<file path="src/tblr_pkg.sv">
// ----------------------------------------------------------------------------
// tblr_pkg : shared types and constants of the square-brush line rasteriser
// Widths of the coordinate, colour and address fields, register indexes and
// the point word that passes from the line engine to the brush emitter.
// ----------------------------------------------------------------------------
package tblr_pkg;

    localparam int COORD_BITS = 12;
    localparam int MAX_BRUSH  = 4;
    localparam int CANVAS_MAX = 1024;

    localparam int BRUSH_W  = 3;
    localparam int CANVAS_W = 11;
    localparam int COLOR_W  = 8;
    localparam int ADDR_W   = 20;
    localparam int PIX_W    = COORD_BITS + 1;
    localparam int SPAN_W   = COORD_BITS + 1;
    localparam int ERR_W    = COORD_BITS + 3;
    // Holds a brush edge length 1..MAX_BRUSH and a pixel index inside the brush.
    localparam int IDX_W    = $clog2(MAX_BRUSH + 1);

    localparam int CFG_IDX_W = 2;
    localparam logic [CFG_IDX_W-1:0] CFG_BRUSH_SIZE    = 2'd0;
    localparam logic [CFG_IDX_W-1:0] CFG_CANVAS_WIDTH  = 2'd1;
    localparam logic [CFG_IDX_W-1:0] CFG_CANVAS_HEIGHT = 2'd2;

    localparam logic KIND_START = 1'b0;
    localparam logic KIND_TICK  = 1'b1;

    typedef logic signed [COORD_BITS-1:0] t_coord;
    typedef logic [IDX_W-1:0]             t_idx;
    typedef logic [CANVAS_W-1:0]          t_canvas;

    // Point to be plotted by one tick, taken before the Bresenham step.
    typedef struct packed {
        t_coord             x;
        t_coord             y;
        logic [COLOR_W-1:0] color;
        logic               done;
        logic               idle;
    } t_plot;

endpackage

</file>
<file path="src/tblr_line_engine.sv">
// ----------------------------------------------------------------------------
// tblr_line_engine : Bresenham line state
// Loads the end points on a start word and steps on each tick word until the
// end point; presents the point of the current tick to the brush emitter.
// ----------------------------------------------------------------------------
module tblr_line_engine (
    input  logic                           i_clk,
    input  logic                           i_rst_n,
    input  logic                           i_start,
    input  logic                           i_tick,
    input  tblr_pkg::t_coord               i_start_x,
    input  tblr_pkg::t_coord               i_start_y,
    input  tblr_pkg::t_coord               i_end_x,
    input  tblr_pkg::t_coord               i_end_y,
    input  logic [tblr_pkg::COLOR_W-1:0]   i_ink,
    output tblr_pkg::t_plot                o_plot
);
    import tblr_pkg::*;

    localparam int E2_W = ERR_W + 1;

    t_coord                    r_cur_x, r_cur_y, r_tgt_x, r_tgt_y;
    logic [SPAN_W-1:0]         r_span_x, r_span_y;
    logic                      r_neg_x, r_neg_y;
    logic signed [ERR_W-1:0]   r_err;
    logic [COLOR_W-1:0]        r_color;
    logic                      r_active;

    logic signed [SPAN_W-1:0]  diff_x, diff_y;
    logic [SPAN_W-1:0]         abs_x, abs_y;
    logic signed [E2_W-1:0]    e2;
    logic                      step_x, step_y;
    logic                      done;
    logic signed [ERR_W-1:0]   n_err;

    assign done = (r_cur_x == r_tgt_x) && (r_cur_y == r_tgt_y);

    assign diff_x = SPAN_W'(i_end_x) - SPAN_W'(i_start_x);
    assign diff_y = SPAN_W'(i_end_y) - SPAN_W'(i_start_y);
    assign abs_x  = diff_x < 0 ? SPAN_W'(-diff_x) : SPAN_W'(diff_x);
    assign abs_y  = diff_y < 0 ? SPAN_W'(-diff_y) : SPAN_W'(diff_y);

    assign e2     = {r_err, 1'b0};
    assign step_x = e2 > -$signed(E2_W'(r_span_y));
    assign step_y = e2 < $signed(E2_W'(r_span_x));
    assign n_err  = r_err - (step_x ? $signed(ERR_W'(r_span_y)) : '0)
                          + (step_y ? $signed(ERR_W'(r_span_x)) : '0);

    always_ff @(posedge i_clk) begin
        if (!i_rst_n) begin
            r_cur_x  <= '0;
            r_cur_y  <= '0;
            r_tgt_x  <= '0;
            r_tgt_y  <= '0;
            r_span_x <= '0;
            r_span_y <= '0;
            r_neg_x  <= 1'b0;
            r_neg_y  <= 1'b0;
            r_err    <= '0;
            r_color  <= '0;
            r_active <= 1'b0;
        end else if (i_start) begin
            r_cur_x  <= i_start_x;
            r_cur_y  <= i_start_y;
            r_tgt_x  <= i_end_x;
            r_tgt_y  <= i_end_y;
            r_span_x <= abs_x;
            r_span_y <= abs_y;
            r_neg_x  <= i_start_x > i_end_x;
            r_neg_y  <= i_start_y > i_end_y;
            r_err    <= $signed(ERR_W'(abs_x)) - $signed(ERR_W'(abs_y));
            r_color  <= i_ink;
            r_active <= 1'b1;
        end else if (i_tick && r_active) begin
            if (done) begin
                r_active <= 1'b0;
            end else begin
                r_err <= n_err;
                if (step_x) begin
                    r_cur_x <= r_neg_x ? r_cur_x - COORD_BITS'(1) : r_cur_x + COORD_BITS'(1);
                end
                if (step_y) begin
                    r_cur_y <= r_neg_y ? r_cur_y - COORD_BITS'(1) : r_cur_y + COORD_BITS'(1);
                end
            end
        end
    end

    assign o_plot = '{x: r_cur_x, y: r_cur_y, color: r_color, done: done, idle: !r_active};

endmodule

</file>
<file path="src/tblr_brush_emitter.sv">
// ----------------------------------------------------------------------------
// tblr_brush_emitter : walks the square brush around one plotted point
// Holds the point of a tick, steps through the brush pixels row by row and
// places one pixel per cycle while the output is not stalled, with its clip
// flag and address, in the output register.
// ----------------------------------------------------------------------------
module tblr_brush_emitter (
    input  logic                                i_clk,
    input  logic                                i_rst_n,
    input  logic                                i_load,
    input  tblr_pkg::t_plot                     i_plot,
    input  tblr_pkg::t_idx                      i_brush,
    input  tblr_pkg::t_canvas                   i_width,
    input  tblr_pkg::t_canvas                   i_height,
    input  logic                                i_out_stall,
    output logic                                o_ready,
    output logic                                o_out_valid,
    output logic signed [tblr_pkg::PIX_W-1:0]   o_pixel_x,
    output logic signed [tblr_pkg::PIX_W-1:0]   o_pixel_y,
    output logic [tblr_pkg::COLOR_W-1:0]        o_pixel_color,
    output logic [tblr_pkg::ADDR_W-1:0]         o_pixel_address,
    output logic                                o_inside_canvas,
    output logic                                o_last_of_tick,
    output logic                                o_line_done
);
    import tblr_pkg::*;

    localparam int FULL_W = COORD_BITS + 2;
    localparam int PROD_W = 2 * CANVAS_W;

    logic                       r_busy;
    t_plot                      r_plot;
    t_idx                       r_ix, r_iy;

    logic                       r_out_valid;
    logic signed [PIX_W-1:0]    r_px, r_py;
    logic [COLOR_W-1:0]         r_color;
    logic [ADDR_W-1:0]          r_addr;
    logic                       r_inside, r_last, r_done;

    t_idx                       half, last_ix;
    logic signed [IDX_W:0]      off_x, off_y;
    logic signed [FULL_W-1:0]   px_full, py_full, w_s, h_s;
    logic [PROD_W-1:0]          addr_full;
    logic                       on_canvas, last, out_free, fire;

    assign half    = i_brush >> 1;
    assign last_ix = i_brush - 1'b1;
    assign off_x   = $signed({1'b0, r_ix}) - $signed({1'b0, half});
    assign off_y   = $signed({1'b0, r_iy}) - $signed({1'b0, half});
    assign px_full = FULL_W'(r_plot.x) + FULL_W'(off_x);
    assign py_full = FULL_W'(r_plot.y) + FULL_W'(off_y);
    assign w_s     = $signed(FULL_W'(i_width));
    assign h_s     = $signed(FULL_W'(i_height));
    assign on_canvas = (px_full >= 0) && (py_full >= 0) && (px_full < w_s) && (py_full < h_s);
    assign addr_full = py_full[CANVAS_W-1:0] * i_width + PROD_W'(px_full[CANVAS_W-1:0]);

    assign last     = r_plot.idle || ((r_ix == last_ix) && (r_iy == last_ix));
    assign out_free = !r_out_valid || !i_out_stall;
    assign fire     = r_busy && out_free;
    assign o_ready  = !r_busy || (fire && last);

    always_ff @(posedge i_clk) begin
        if (!i_rst_n) begin
            r_busy <= 1'b0;
            r_ix   <= '0;
            r_iy   <= '0;
        end else if (i_load) begin
            r_busy <= 1'b1;
            r_ix   <= '0;
            r_iy   <= '0;
        end else if (fire) begin
            if (last) begin
                r_busy <= 1'b0;
            end else if (r_ix == last_ix) begin
                r_ix <= '0;
                r_iy <= r_iy + 1'b1;
            end else begin
                r_ix <= r_ix + 1'b1;
            end
        end
    end

    always_ff @(posedge i_clk) begin
        if (i_load) begin
            r_plot <= i_plot;
        end
    end

    always_ff @(posedge i_clk) begin
        if (!i_rst_n) begin
            r_out_valid <= 1'b0;
        end else if (fire) begin
            r_out_valid <= 1'b1;
        end else if (!i_out_stall) begin
            r_out_valid <= 1'b0;
        end
    end

    // An idle tick gives a single all-zero pixel flagged as done.
    always_ff @(posedge i_clk) begin
        if (fire) begin
            r_last <= last;
            r_done <= r_plot.done || r_plot.idle;
            if (r_plot.idle) begin
                r_px     <= '0;
                r_py     <= '0;
                r_color  <= '0;
                r_addr   <= '0;
                r_inside <= 1'b0;
            end else begin
                r_px     <= px_full[PIX_W-1:0];
                r_py     <= py_full[PIX_W-1:0];
                r_color  <= r_plot.color;
                r_addr   <= on_canvas ? addr_full[ADDR_W-1:0] : '0;
                r_inside <= on_canvas;
            end
        end
    end

    assign o_out_valid     = r_out_valid;
    assign o_pixel_x       = r_px;
    assign o_pixel_y       = r_py;
    assign o_pixel_color   = r_color;
    assign o_pixel_address = r_addr;
    assign o_inside_canvas = r_inside;
    assign o_last_of_tick  = r_last;
    assign o_line_done     = r_done;

endmodule

</file>
<file path="src/thick_brush_line_rasterizer_unit.sv">
// ----------------------------------------------------------------------------
// thick_brush_line_rasterizer_unit : square-brush Bresenham line rasteriser
// Draws a line one point per tick word with a square brush, emitting one
// canvas pixel per result word with its byte address and a clip flag.
// ----------------------------------------------------------------------------
//
//  Channel   Direction  Handshake                  Word
//  in        sink       i_in_valid / o_in_stall    kind, end points, ink
//  out       source     o_out_valid / i_out_stall  one brush pixel
//  cfg       sink       i_cfg_we                   index, data
//
//  A tick word on a drawing engine produces the square of the clamped brush
//  size in result words, 1 to 16, at one per cycle while the output is not
//  stalled; the emitter's pixel counter sets the rate. An idle tick yields one
//  result word and a start word yields nothing. The next word is taken in the
//  cycle in which the last pixel of the current tick enters the output register,
//  so ticks follow one another with no gap. A stall on the output holds the
//  output register and, through it, the emitter and the input. Reset is
//  synchronous and leaves the engine idle with the register defaults loaded.
//
module thick_brush_line_rasterizer_unit (
    input  logic                                    i_clk,
    input  logic                                    i_rst_n,
    // Configuration write port
    input  logic                                    i_cfg_we,
    input  logic [tblr_pkg::CFG_IDX_W-1:0]          i_cfg_index,
    input  logic [tblr_pkg::CANVAS_W-1:0]           i_cfg_data,
    // Input channel
    input  logic                                    i_in_valid,
    output logic                                    o_in_stall,
    input  logic                                    i_kind,
    input  logic signed [tblr_pkg::COORD_BITS-1:0]  i_start_x,
    input  logic signed [tblr_pkg::COORD_BITS-1:0]  i_start_y,
    input  logic signed [tblr_pkg::COORD_BITS-1:0]  i_end_x,
    input  logic signed [tblr_pkg::COORD_BITS-1:0]  i_end_y,
    input  logic [tblr_pkg::COLOR_W-1:0]            i_ink,
    // Output channel
    output logic                                    o_out_valid,
    input  logic                                    i_out_stall,
    output logic signed [tblr_pkg::PIX_W-1:0]       o_pixel_x,
    output logic signed [tblr_pkg::PIX_W-1:0]       o_pixel_y,
    output logic [tblr_pkg::COLOR_W-1:0]            o_pixel_color,
    output logic [tblr_pkg::ADDR_W-1:0]             o_pixel_address,
    output logic                                    o_inside_canvas,
    output logic                                    o_last_of_tick,
    output logic                                    o_line_done
);
    import tblr_pkg::*;

    // Configuration registers, held as written; clamping happens on use.
    logic [BRUSH_W-1:0]  r_brush_size;
    t_canvas             r_canvas_width;
    t_canvas             r_canvas_height;

    t_idx     brush;
    t_canvas  width, height;
    t_plot    plot;
    logic     ready, accept, start, tick;

    always_ff @(posedge i_clk) begin
        if (!i_rst_n) begin
            r_brush_size    <= BRUSH_W'(1);
            r_canvas_width  <= CANVAS_W'(480);
            r_canvas_height <= CANVAS_W'(260);
        end else if (i_cfg_we) begin
            unique case (i_cfg_index)
                CFG_BRUSH_SIZE:    r_brush_size    <= i_cfg_data[BRUSH_W-1:0];
                CFG_CANVAS_WIDTH:  r_canvas_width  <= i_cfg_data;
                CFG_CANVAS_HEIGHT: r_canvas_height <= i_cfg_data;
                default: ;
            endcase
        end
    end

    // A brush of zero is drawn as one pixel; oversized brushes saturate.
    always_comb begin
        if (r_brush_size == '0) begin
            brush = IDX_W'(1);
        end else if (r_brush_size > BRUSH_W'(MAX_BRUSH)) begin
            brush = IDX_W'(MAX_BRUSH);
        end else begin
            brush = IDX_W'(r_brush_size);
        end
    end

    assign width  = (r_canvas_width  > CANVAS_W'(CANVAS_MAX)) ? CANVAS_W'(CANVAS_MAX)
                                                              : r_canvas_width;
    assign height = (r_canvas_height > CANVAS_W'(CANVAS_MAX)) ? CANVAS_W'(CANVAS_MAX)
                                                              : r_canvas_height;

    // The emitter is free, or is handing over the last pixel of its tick.
    assign o_in_stall = !ready;
    assign accept     = i_in_valid && ready;
    assign start      = accept && (i_kind == KIND_START);
    assign tick       = accept && (i_kind == KIND_TICK);

    // The engine presents the point before stepping; the emitter captures it
    // in the same edge at which the engine advances.
    tblr_line_engine u_engine (
        .i_clk     (i_clk),
        .i_rst_n   (i_rst_n),
        .i_start   (start),
        .i_tick    (tick),
        .i_start_x (i_start_x),
        .i_start_y (i_start_y),
        .i_end_x   (i_end_x),
        .i_end_y   (i_end_y),
        .i_ink     (i_ink),
        .o_plot    (plot)
    );

    tblr_brush_emitter u_emitter (
        .i_clk           (i_clk),
        .i_rst_n         (i_rst_n),
        .i_load          (tick),
        .i_plot          (plot),
        .i_brush         (brush),
        .i_width         (width),
        .i_height        (height),
        .i_out_stall     (i_out_stall),
        .o_ready         (ready),
        .o_out_valid     (o_out_valid),
        .o_pixel_x       (o_pixel_x),
        .o_pixel_y       (o_pixel_y),
        .o_pixel_color   (o_pixel_color),
        .o_pixel_address (o_pixel_address),
        .o_inside_canvas (o_inside_canvas),
        .o_last_of_tick  (o_last_of_tick),
        .o_line_done     (o_line_done)
    );

endmodule

</file>
<file path="config.mk">
export PLATFORM = sky130hd
export DESIGN_NAME = thick_brush_line_rasterizer_unit
export DESIGN_NICKNAME = d
export VERILOG_FILES = /design/src/tblr_pkg.sv /design/src/tblr_line_engine.sv /design/src/tblr_brush_emitter.sv /design/src/thick_brush_line_rasterizer_unit.sv
export SDC_FILE = /design/constraint.sdc
export NUM_CORES = 1
export LEC_CHECK = 0
export BUFFER_PORTS_ARGS = -buffer_cell sky130_fd_sc_hd__buf_2
export CAP_MARGIN = 25
export CORE_UTILIZATION = 40
export DETAILED_ROUTE_END_ITERATION = 12
export PLACE_DENSITY = 0.58
export SETUP_SLACK_MARGIN = 0.15
export SKIP_CTS_REPAIR_TIMING = 1
export SLEW_MARGIN = 25
export SYNTH_ARGS = -nofsm -noshare
export SYNTH_HDL_FRONTEND = slang
export SYNTH_SLANG_ARGS = --single-unit
</file>
<file path="constraint.sdc">
create_clock -name i_clk -period 7.3 [get_ports i_clk]
set_input_delay 1.46 -clock i_clk [delete_from_list [all_inputs] [get_ports i_clk]]
set_output_delay 1.46 -clock i_clk [all_outputs]
set_load 0.03 [all_outputs]
</file>
; After elaboration in Yosys (flattened, before gate mapping)
; Cells that the tools add are included.
[classes]
addsub = 20
reduce_logical = 40
div_mod_pow = 0
bitwise = 4
eq_ne = 8
n_shift = 0
n_mul = 1
n_mux = 30
n_lt_le_gt_ge = 13
[op_table]
columns = op, count
row1 = 12-bit two-way mux, 10
row2 = 13-bit two-way mux, 4
row3 = 15-bit two-way mux, 3
row4 = 12-bit by 4-bit adder with 13-bit output, 2
row5 = 13-bit by 1-bit greater-or-equal comparator with 1-bit output (second input constant), 2
row6 = 13-bit by 1-bit < comparator with 1-bit output (second input constant), 2
row7 = 13-bit by 12-bit < comparator with 1-bit output, 2
row8 = 13-bit negator, 2
row9 = 12-bit by 12-bit subtractor with 13-bit output, 2
row10 = 12-bit by 2-bit adder with 12-bit output (second input constant), 2
row11 = 12-bit == test, 2
row12 = 12-bit greater-than comparator, 2
row13 = 12-bit by 2-bit subtractor with 12-bit output (second input constant), 2
row14 = 11-bit greater-than comparator (second input constant), 2
row15 = 11-bit two-way mux, 2
row16 = 20-bit by 11-bit adder with 20-bit output, 1
row17 = 11-bit by 11-bit multiplier with 20-bit output, 1
row18 = 16-bit greater-than comparator, 1
row19 = 16-bit by 14-bit < comparator with 1-bit output, 1
row20 = 13-bit negator with 16-bit output, 1
row21 = 15-bit adder, 1
row22 = 15-bit subtractor, 1
row23 = 2-bit AND reduction, 7
row24 = 13-bit by 13-bit subtractor with 14-bit output, 1
row25 = other kinds (20), 60
[totals]
input_bits = 75
latchBits = 0
ram_bits = 0
regBits = 224
mem_bits_ro = 0
mem_count = 0
output_inout_bits = 59
wordCells = 146

; Depth between registers and ports, before layout
; Gate-level depths: netlist of run 1.
[logic_depth]
word_depth = 14
ltp_mapped = 32

; Modules after synthesis
; A second synthesis of run 1 with hierarchy kept.
[hier_totals]
cells_unflattened = 2266
hier_area_um2 = 20100.5
[by_module_without_submodules]
columns = module, instances, area_per_inst_um2, cells_each
row1 = tblr_line_engine, 1, 9626.7, 1210
row2 = tblr_brush_emitter, 1, 9311.4, 925
row3 = thick_brush_line_rasterizer_unit, 1, 1162.4, 131

; Least setup slack after synthesis of run 1
; Ideal clock, no wire load.
[synth_path]
path_kind = reg-to-reg
start = register r_brush_size[2]
end = register u_emitter.r_addr[19] (netlist: u_emitter.o_pixel_address[19]) (data pin)
arrival_time_ps = 7497
synth_period_minus_slack_ps = 7763
setup_slack_ps = -463
path_stages_with_launch = 29
n_path_buf = 1
setup_time_ps = 266
cell_sequence = dfxtp_1 -> inv_1 -> ha_1 -> a211oi_1 -> ha_1 -> a21oi_1 -> o22ai_1 -> o21ai_0 -> xnor2_1 -> clkbuf_1 -> nand2_1 -> fa_1 -> inv_1 -> fa_1 -> fa_1 -> fa_1 -> inv_1 -> fa_1 -> inv_1 -> ha_1 -> and3_1 -> a21oi_1 -> o31ai_1 -> o41ai_1 -> o21ai_0 -> o31ai_1 -> a21oi_1 -> xnor2_1 -> nor2_1
[synth_between]
elab_chain_len = 11
[synth_rtl]
columns = item, line
row1 = start: declaration, thick_brush_line_rasterizer_unit.sv:51  ; logic [BRUSH_W-1:0] r_brush_size;
row2 = start signal: assignment, thick_brush_line_rasterizer_unit.sv:67  ; CFG_BRUSH_SIZE: r_brush_size <= i_cfg_data[BRUSH_W-1:0];
row3 = 3-bit greater-than comparator, thick_brush_line_rasterizer_unit.sv:79  ; end else if (r_brush_size > BRUSH_W'(MAX_BRUSH)) begin
row4 = 3-bit two-way mux, thick_brush_line_rasterizer_unit.sv:79
row5 = 3-bit two-way mux *, thick_brush_line_rasterizer_unit.sv:77  ; if (r_brush_size == '0) begin
row6 = 3-bit by 2-bit subtractor with 4-bit output *, tblr_brush_emitter.sv:50  ; assign off_y = $signed({1'b0, r_iy}) - $signed({1'b0, half});
row7 = 12-bit by 4-bit adder with 13-bit output *, tblr_brush_emitter.sv:52  ; assign py_full = FULL_W'(r_plot.y) + FULL_W'(off_y);
row8 = via u_emitter.py_full[8], tblr_brush_emitter.sv:43  ; logic signed [FULL_W-1:0] px_full, py_full, w_s, h_s;
row9 = "parallel branches: the longest is 6 deep, another holds 11-bit by 11-bit multiplier with 20-bit output", -
row10 = end signal: assignment, tblr_brush_emitter.sv:115  ; r_addr <= on_canvas ? addr_full[ADDR_W-1:0] : '0;
row11 = end: declaration, tblr_brush_emitter.sv:38  ; logic [ADDR_W-1:0] r_addr;
; Mark *: on every way through the listed nets, which the timed path passes.
; A chain may end at the register's enable or synchronous reset.

; Worst setup path after layout of run 1
[layout_path]
start = register r_brush_size[1]
end = register u_emitter.r_addr[18] (netlist: u_emitter.o_pixel_address[18]) (data pin)
[layout_between]
elab_chain_len = 11
[layout_rtl]
columns = item, line
row1 = 3-bit greater-than comparator, thick_brush_line_rasterizer_unit.sv:79
row2 = 3-bit two-way mux, thick_brush_line_rasterizer_unit.sv:79
row3 = 3-bit two-way mux *, thick_brush_line_rasterizer_unit.sv:77
row4 = "parallel branches: the longest is 8 deep, another holds 11-bit by 11-bit multiplier with 20-bit output", -
; Every way passes the cells marked *.

==> metrics.md, run 1 <==
| Metric | Value |
|---|---|
| Post-synthesis sequential area ratio | 28.0% |
| Seq pwr share | 19.2% |
| Post-synthesis compound-gate area fraction | 13.9% |
| R2R setup slack | 50 ps |
| CP Launch Type | flip-flop |
| First-pass GRT wire length | 83.5 mm |
| Longest Clk Path Bufs | 3 |
| Largest family of logic cells by synthesized area | adder cells |
| Wirelength per Cell | 17.2 um |
| IO Pins | 134 |
| CP Max Fanout | 4 |
| Required time of the critical path | 7630 ps |
| Setup Skew | 18.7 ps |
| Comb pwr share | 60.8% |
| Hold Crit Start | u_engine.r_color[1]$_SDFFE_PN0P_ |
| Global Route Usage Sum | 21.2% |
| WS Path Type | reg -> reg |
| Tmin final | 7250 ps |
| Hold Path End | u_emitter.r_plot[3]$_DFFE_PP_ |
| Sw Ratio | 41.6% |
| CTS buffer count | 28 |
| Via/cell ratio | 5.17 |
| Maxcap violations | 0 |
| Buffers on Ports | 133 |
| Area Growth Syn to Fin | 16.8% |
| Share of cells above drive strength 1 | 14.8% |
| Unrepaired setup endpoints after global routing | yes |
| H-tree Lvls | 1 |
| Most frequent cells in the layout | 296 x nand2_1, 286 x inv_1, 199 x ha_1, 149 x nor2_1, 133 x buf_2 |
| Fin. Hold Viols | 0 |
| Die area | 0.0490 mm^2 |
| Vias in the first global route | 15700 |
| Setup TNS Final | 0 ps |
| GP Congestion | 0.894 |
| Row count | 80 |
| Reg-to-Reg Start | r_brush_size[1]$_SDFFE_PN0P_ |
| Setup Viol. Count Final | 0 |
| Clock Latency Late Sink | 580 ps |
| Grt total ovfl | 0 |
| Clock power share | 20.0% |
| DRT Pass-1 Iters | 5 |
| Pint | 4.54 mW |
| Setup crit end kind | flip-flop |
| Top_reg_cell synth | dfxtp_1 |
| Final total power | 7.77 mW |
| Fmax | 0.138 GHz |
| Number of routed nets with antenna violations | 0 |
| Slew HR | 30.3% |
| Asr flop ratio synth | 0% |
| Pleak | 10.3 nW |
| Worst r2r path cells | 30 |
| Worst slew pin tran | 1040 ps |
| Residual DRC | 0 |
| NumNets Final | 2811 |
| Adder-cell share of the synthesized area | 25.0% |
| Post-synth cell types | 77 |
| Hold path depth | 0 |
| Vias | 15800 |
| Final Cycle Share | 99.3% |
| Reg2reg end | u_emitter.o_pixel_address[18]$_SDFFCE_PP0P_ |
| Mean Syn Cell Area | 8.59 um^2 |
| PD cells | 345 mW/mm^2 |
| CP max-delay cell | fa_1 |
| Yosys warns | 0 |
| Post-Synth XOR/XNOR Area | 6.68% |
| Initial antenna violation count | 1 |
| Root Driver | clkbuf_16 |
| Cell mode on critical path | fa_1 |
| Clock sinks | 224 |
| Post-Syn Area | 0.0193 mm^2 |
| Critical path launch point | r_brush_size[1]$_SDFFE_PN0P_ |
| Syn_nets | 2636 |
| Cells after Synth | 2244 |
| DP HPWL | 41.2 mm |
| Worst Hold Class | reg -> reg |
| Status | finished, final reports clean |
| Switching Power | 3.24 mW |
| Peak supply drop | 0.283 mV |
| Final wirelength | 52.5 mm |
| Largest net degree at the start of global routing | 65 |
| Die Span X | 221 um |
| EDFF count, synth | 91 |
| Delay of the slowest critical-path stage | 540 ps |
| CTS tree | done |
| Post-Synth Simple-Gate Area | 18.3% |
| Crit path DAT | 7580 ps |
| Die Span Y | 221 um |
| Core area | 0.0476 mm^2 |
| Initial DRC Count | 729 |
| Fraction of synthesized area in multiplexers | 0.734% |
| Filler cell count | 4603 |
| Clk slew on worst S/H paths | 70 ps |
| Most common cell after layout, fill and taps aside | nand2_1 |
| Synth Register Bits | 224 |
| Initial core utilization | 40.4% |
| Max-slew violations | 0 |
worst max-delay path, delay by kind of cell, from the launching register on:
family	cells	cell delay, ps
compound gates	5	890
xor+xnor	3	470
fa+ha+maj	9	3600
buf+inv	5	340
flops	1	330
simple gates	8	1360
synthesized netlist by cell type, types with 3 or more instances:
cell | n | area (um^2)
nand2_1 | 300 | 1130
inv_1 | 295 | 1110
ha_1 | 205 | 2560
nor2_1 | 155 | 582
dfxtp_1 | 133 | 2660
a21oi_1 | 128 | 641
fa_1 | 112 | 2240
xnor2_1 | 93 | 815
edfxtp_1 | 91 | 2730
o21ai_0 | 87 | 435
clkbuf_1 | 59 | 221
nor2b_1 | 57 | 357
and2_1 | 56 | 350
xor2_1 | 54 | 473
nor3_1 | 42 | 210
a21o_1 | 36 | 270
nand3_1 | 32 | 160
a211oi_1 | 28 | 210
a31oi_1 | 20 | 125
o21a_1 | 19 | 143
nand4_1 | 17 | 106
and3_1 | 16 | 100
buf_2 | 15 | 75.1
nand2b_1 | 14 | 87.6
or3_1 | 14 | 87.6
mux2i_1 | 13 | 130
o211ai_1 | 12 | 90.1
or2_2 | 11 | 68.8
nor4_1 | 10 | 62.6
a311oi_1 | 8 | 70.1
nand3b_1 | 8 | 60.1
o31ai_1 | 8 | 60.1
a21boi_0 | 7 | 52.6
o31a_1 | 7 | 61.3
or4_1 | 6 | 45.0
o41ai_1 | 5 | 43.8
nor3b_1 | 4 | 30.0
o211a_1 | 4 | 40.0
o21ba_2 | 4 | 40.0
o21bai_1 | 4 | 30.0
nor3_2 | 3 | 30.0
o2111ai_1 | 3 | 26.3
o221ai_1 | 3 | 26.3
o311ai_0 | 3 | 26.3
flip-flops by register name (all words and copies together), names as in the netlist, 8 cells and up:
register,flops
u_engine.r_tgt_y,12
u_emitter.o_pixel_x,13
u_emitter.r_plot,34
u_engine.r_err,15
u_emitter.o_pixel_address,20
r_canvas_height,11
u_engine.r_tgt_x,12
u_engine.r_color,8
r_canvas_width,11
u_engine.r_span_x,13
u_emitter.o_pixel_y,13
u_engine.r_cur_x,12
u_engine.r_span_y,13
u_emitter.o_pixel_color,8
u_engine.r_cur_y,12
power groups by stage:
stage | Clock (mW) | Combinational, mW | Sequential, mW
global route | 1.64 | 5.31 | 1.50
floorplan | 0 | 3.11 | 1.50
CTS | 1.59 | 4.21 | 1.49
finish | 1.56 | 4.72 | 1.49
detailed placement | 0 | 4.17 | 1.52
global placement | 0 | 4.08 | 1.52
worst max path at each step:
stage | cells after the start | endpoint
global route | 30 | u_emitter.o_pixel_address[18]$_SDFFCE_PP0P_
finish | 30 | u_emitter.o_pixel_address[18]$_SDFFCE_PP0P_
global placement | 29 | u_emitter.o_pixel_address[18]$_SDFFCE_PP0P_
CTS | 29 | u_emitter.o_pixel_address[18]$_SDFFCE_PP0P_
floorplan | 27 | u_emitter.o_pixel_address[18]$_SDFFCE_PP0P_
detailed placement | 29 | u_emitter.o_pixel_address[18]$_SDFFCE_PP0P_
logic make-up after synthesis:
logic type | Yosys count
AO/OA/AOI/OAI | 415
XOR/XNOR | 147
adder cells (fa/ha/maj) | 318
buffers and inverters | 374
flip-flops | 224
multiplexers | 14
AND/OR/NAND/NOR | 752
per-stage QoR:
step                instances  instance area [um^2]  utilization (%)  hold slack [ps]  setup slack [ps]
finish                   3057                 22500             47.2              431              48.5
global route             3057                 22500             47.2              447              -203
CTS                      3042                 22100             46.3              433              -287
detailed placement       2990                 21000             44.1              419              -269
global placement         2990                 21000             44.1              412             -85.5
floorplan                2244                 19300                -              408               151
final cells by class:
cell class                      count  area (um^2)  area share, %
Tap cell                          615          769           3.42
Antenna cell                        1         2.50         0.0111
Clock buffer                       36          825           3.66
Sequential cell                   224         5400           24.0
Timing Repair Buffer              222         1360           6.06
Multi-Input combinational cell   1646        12800           57.0
Clock inverter                     16          209          0.928
Inverter                          297         1120           4.96
metal layers:
layer  vias to the layer above  track usage (%)  share of wire (%)
met5                         -                0                  0
met1                      7562             26.9                 45
met2                       291             37.1                 48
met3                        76             2.97                4.0
met4                         0             6.74                3.4
li1                       7878                -                  -
Note: power is estimated with default switching activity, not from simulation.
==> run 2: changes to the inputs <==
--- a/config.mk
+++ b/config.mk
@@ -7,9 +7,9 @@
 export LEC_CHECK = 0
 export BUFFER_PORTS_ARGS = -buffer_cell sky130_fd_sc_hd__buf_2
 export CAP_MARGIN = 25
-export CORE_UTILIZATION = 40
+export CORE_UTILIZATION = 46
 export DETAILED_ROUTE_END_ITERATION = 12
-export PLACE_DENSITY = 0.58
+export PLACE_DENSITY = 0.62
 export SETUP_SLACK_MARGIN = 0.15
 export SKIP_CTS_REPAIR_TIMING = 1
 export SLEW_MARGIN = 25
==> constraint.sdc (replaced) <==
create_clock -name i_clk -period 6.9 [get_ports i_clk]
set_input_delay 1.38 -clock i_clk [delete_from_list [all_inputs] [get_ports i_clk]]
set_output_delay 1.38 -clock i_clk [all_outputs]
set_load 0.03 [all_outputs]
==> run 2 against run 1 <==
  * The flow now finishes with violations (DRC, setup timing)
  * Combinational power rose by 9.3%
  * Flip-flop and latch count did not move
  * Critical path depth did not move
  * Clock skew down 6.4 ps
  * Final cell count fell by 1.2%
  * Cell area increased by 0.16%
  * Sequential power grew 6%
  * Routed wire length fell by 0.83%
==> metrics.md, run 2 (same netlist as run 1, synthesis figures left out) <==
| Metric | Value |
|---|---|
| Status | complete, but fails checks |
| Failing checks | DRC, setup timing |
| Comb pwr share | 63.1% (+2.3 points) |
| Largest net degree at the start of global routing | 90 (+38%) |
| Slew HR | 34.1% (+3.7 points) |
| Cell area after layout | 0.0225 mm^2 (+0.16%) |
| CTS buffer count | 27 (-3.6%) |
| Pint | 4.74 mW (+4.5%) |
| Setup Skew | 12.3 ps (-6.37 ps) |
| Max-slew violations | 0 (unchanged) |
| Switching Power | 3.43 mW (+6.1%) |
| Maxcap violations | 0 (unchanged) |
| Sw Ratio | 42.0% (+0.36 points) |
| Delay of the slowest critical-path stage | 540 ps (about the same) |
| Row count | 74 (-7.5%) |
| Peak supply drop | 0.400 mV (+42%) |
| Buffers on Ports | 133 (unchanged) |
| WS Path Type | reg -> reg |
| WHS | 431 ps (+0.120 ps) |
| Vias in the first global route | 16100 (+2.2%) |
| Initial core utilization | 46.9% (+6.4 points) |
| Area Growth Syn to Fin | 17.0% |
| Die area | 0.0427 mm^2 (-13%) |
| Fmax | 0.139 GHz (+0.67%) |
| Die Span X | 207 um (-6.7%) |
| Root Driver | clkbuf_16 |
| Seq pwr share | 19.3% (about the same) |
| Global Route Usage Sum | 24.6% (+3.4 points) |
| R2R setup slack | -300 ps (-350 ps) |
| Via/cell ratio | 5.36 (+3.6%) |
| Clock sinks | 224 (unchanged) |
| Longest Clk Path Bufs | 3 (unchanged) |
| Number of routed nets with antenna violations | 0 (unchanged) |
| Initial antenna violation count | 2 (+1) |
| DRT Pass-1 Iters | 9 (+4) |
| CP max-delay cell | fa_1 |
| Final Cycle Share | 104% (+5.1 points) |
| Setup crit end kind | flip-flop |
| Most common cell after layout, fill and taps aside | nand2_1 |
| IO Pins | 134 (unchanged) |
| Initial DRC Count | 787 (+8.0%) |
| Core area | 0.0411 mm^2 (-14%) |
| Fin. Hold Viols | 0 (unchanged) |
| Cell mode on critical path | fa_1 |
| Clk slew on worst S/H paths | 70 ps (about the same) |
| Worst slew pin tran | 989 ps (-54.0 ps) |
| Clock power share | 17.6% (-2.4 points) |
| Worst Hold Class | reg -> reg |
| CP Launch Type | flip-flop |
| Worst path buffer plus inverter count | 5 (unchanged) |
| H-tree Lvls | 1 (unchanged) |
| Wirelength per Cell | 17.2 um (+0.42%) |
| Required time of the critical path | 7220 ps (-410 ps) |
| Setup TNS Final | -897 ps (-897 ps) |
| Crit-path leading delay family | adder cells |
| Placed Area | 0.0214 mm^2 (+1.7%) |
| Reg with most FFs | u_emitter.r_plot |
| Clock Latency Late Sink | 570 ps (about the same) |
| CTS tree | done |
| Setup Viol. Count Final | 5 (+5) |
| Pleak | 10.4 nW (+1.2%) |
| Crit path DAT | 7530 ps (-50 ps) |
| Number of flip-flops in the largest register | 34 (unchanged) |
| Util after Layout | 54.8% (+7.6 points) |
| NumNets Final | 2858 (+1.7%) |
| Antenna fix cells | 0 (-1) |
| PD cells | 363 mW/mm^2 (+5.0%) |
| Most frequent cells in the layout | 298 x nand2_1, 287 x inv_1, 198 x ha_1, 150 x nor2_1, 135 x buf_4 |
| Share of cells above drive strength 1 | 15.9% (+1.1 points) |
| Final WS setup | -303 ps (-352 ps) |
| Tmin final | 7200 ps (-48.1 ps) |
| Residual DRC | 7 (+7) |
| First-pass GRT wire length | 83.1 mm (-0.45%) |
| GP Congestion | 0.924 (+3.3%) |
| Die Span Y | 207 um (-6.7%) |
| Grt total ovfl | 0 (unchanged) |
| DP HPWL | 41.0 mm (-0.31%) |
| Unrepaired setup endpoints after global routing | yes |
| Final wirelength | 52.0 mm (-0.83%) |
| CP Max Fanout | 4 (unchanged) |
| Vias | 16200 (+2.3%) |
-- run 2: cell count changes in the layout (fill, tap and decap cells not counted), sizes merged --
cell	delta
buf	+48
bufinv	-3
clkinv	+1
clkinvlp	+3
diode	-1
inv	-3
-- run 2: power by group through the flow --
stage | sequential, mW | combinational (mW) | clock, mW
global placement | 1.60 | 4.53 | 0
detailed placement | 1.61 | 4.63 | 0
finish | 1.58 | 5.16 | 1.44
CTS | 1.58 | 4.68 | 1.47
floorplan | 1.59 | 3.34 | 0
global route | 1.59 | 5.82 | 1.52
-- run 2: worst paths after layout --
check,depth (start not counted),endpoint,from
setup / recovery,30,u_emitter.o_pixel_address[18]$_SDFFCE_PP0P_,r_brush_size[1]$_SDFFE_PN0P_
hold / removal,0,u_emitter.r_plot[9]$_DFFE_PP_,u_engine.r_color[7]$_SDFFE_PN0P_
setup reg to reg,30,u_emitter.o_pixel_address[18]$_SDFFCE_PP0P_,r_brush_size[1]$_SDFFE_PN0P_
hold reg to reg,0,u_emitter.r_plot[9]$_DFFE_PP_,u_engine.r_color[7]$_SDFFE_PN0P_
-- run 2: worst register-to-register path, delay by kind of cell (launching register included) --
| kind | cells | cell delay (ps) |
|---|---|---|
| buf+inv | 5 | 350 |
| fa+ha+maj | 9 | 3620 |
| compound gates | 4 | 720 |
| simple gates | 10 | 1590 |
| xor+xnor | 2 | 350 |
| flops | 1 | 340 |
-- run 2: cell type report --
type | count | area, um^2
multi-input cells | 1646 | 12800
fillers | 3858 | 18600
well taps | 532 | 666
flip-flops and latches | 224 | 5400
repair buffers | 270 | 1700
clock buffers | 36 | 741
clock inverters | 14 | 149
inverters | 297 | 1120
-- run 2: layer usage --
metal	track usage (%)	routed length, um	vias up
met5	0	30	-
met4	9.03	1940	4
met3	3.53	2500	112
met2	42.3	24800	367
met1	31.4	22800	7716
li1	-	-	7979
-- run 2: through the flow --
| step | power, mW | std cells | setup slack (ps) |
|---|---|---|---|
| floorplan | 4.93 | 2244 | -178 |
| global placement | 6.14 | 2964 | -265 |
| detailed placement | 6.24 | 2964 | -366 |
| CTS | 7.73 | 3014 | -379 |
| global route | 8.93 | 3019 | -594 |
| finish | 8.17 | 3019 | -303 |
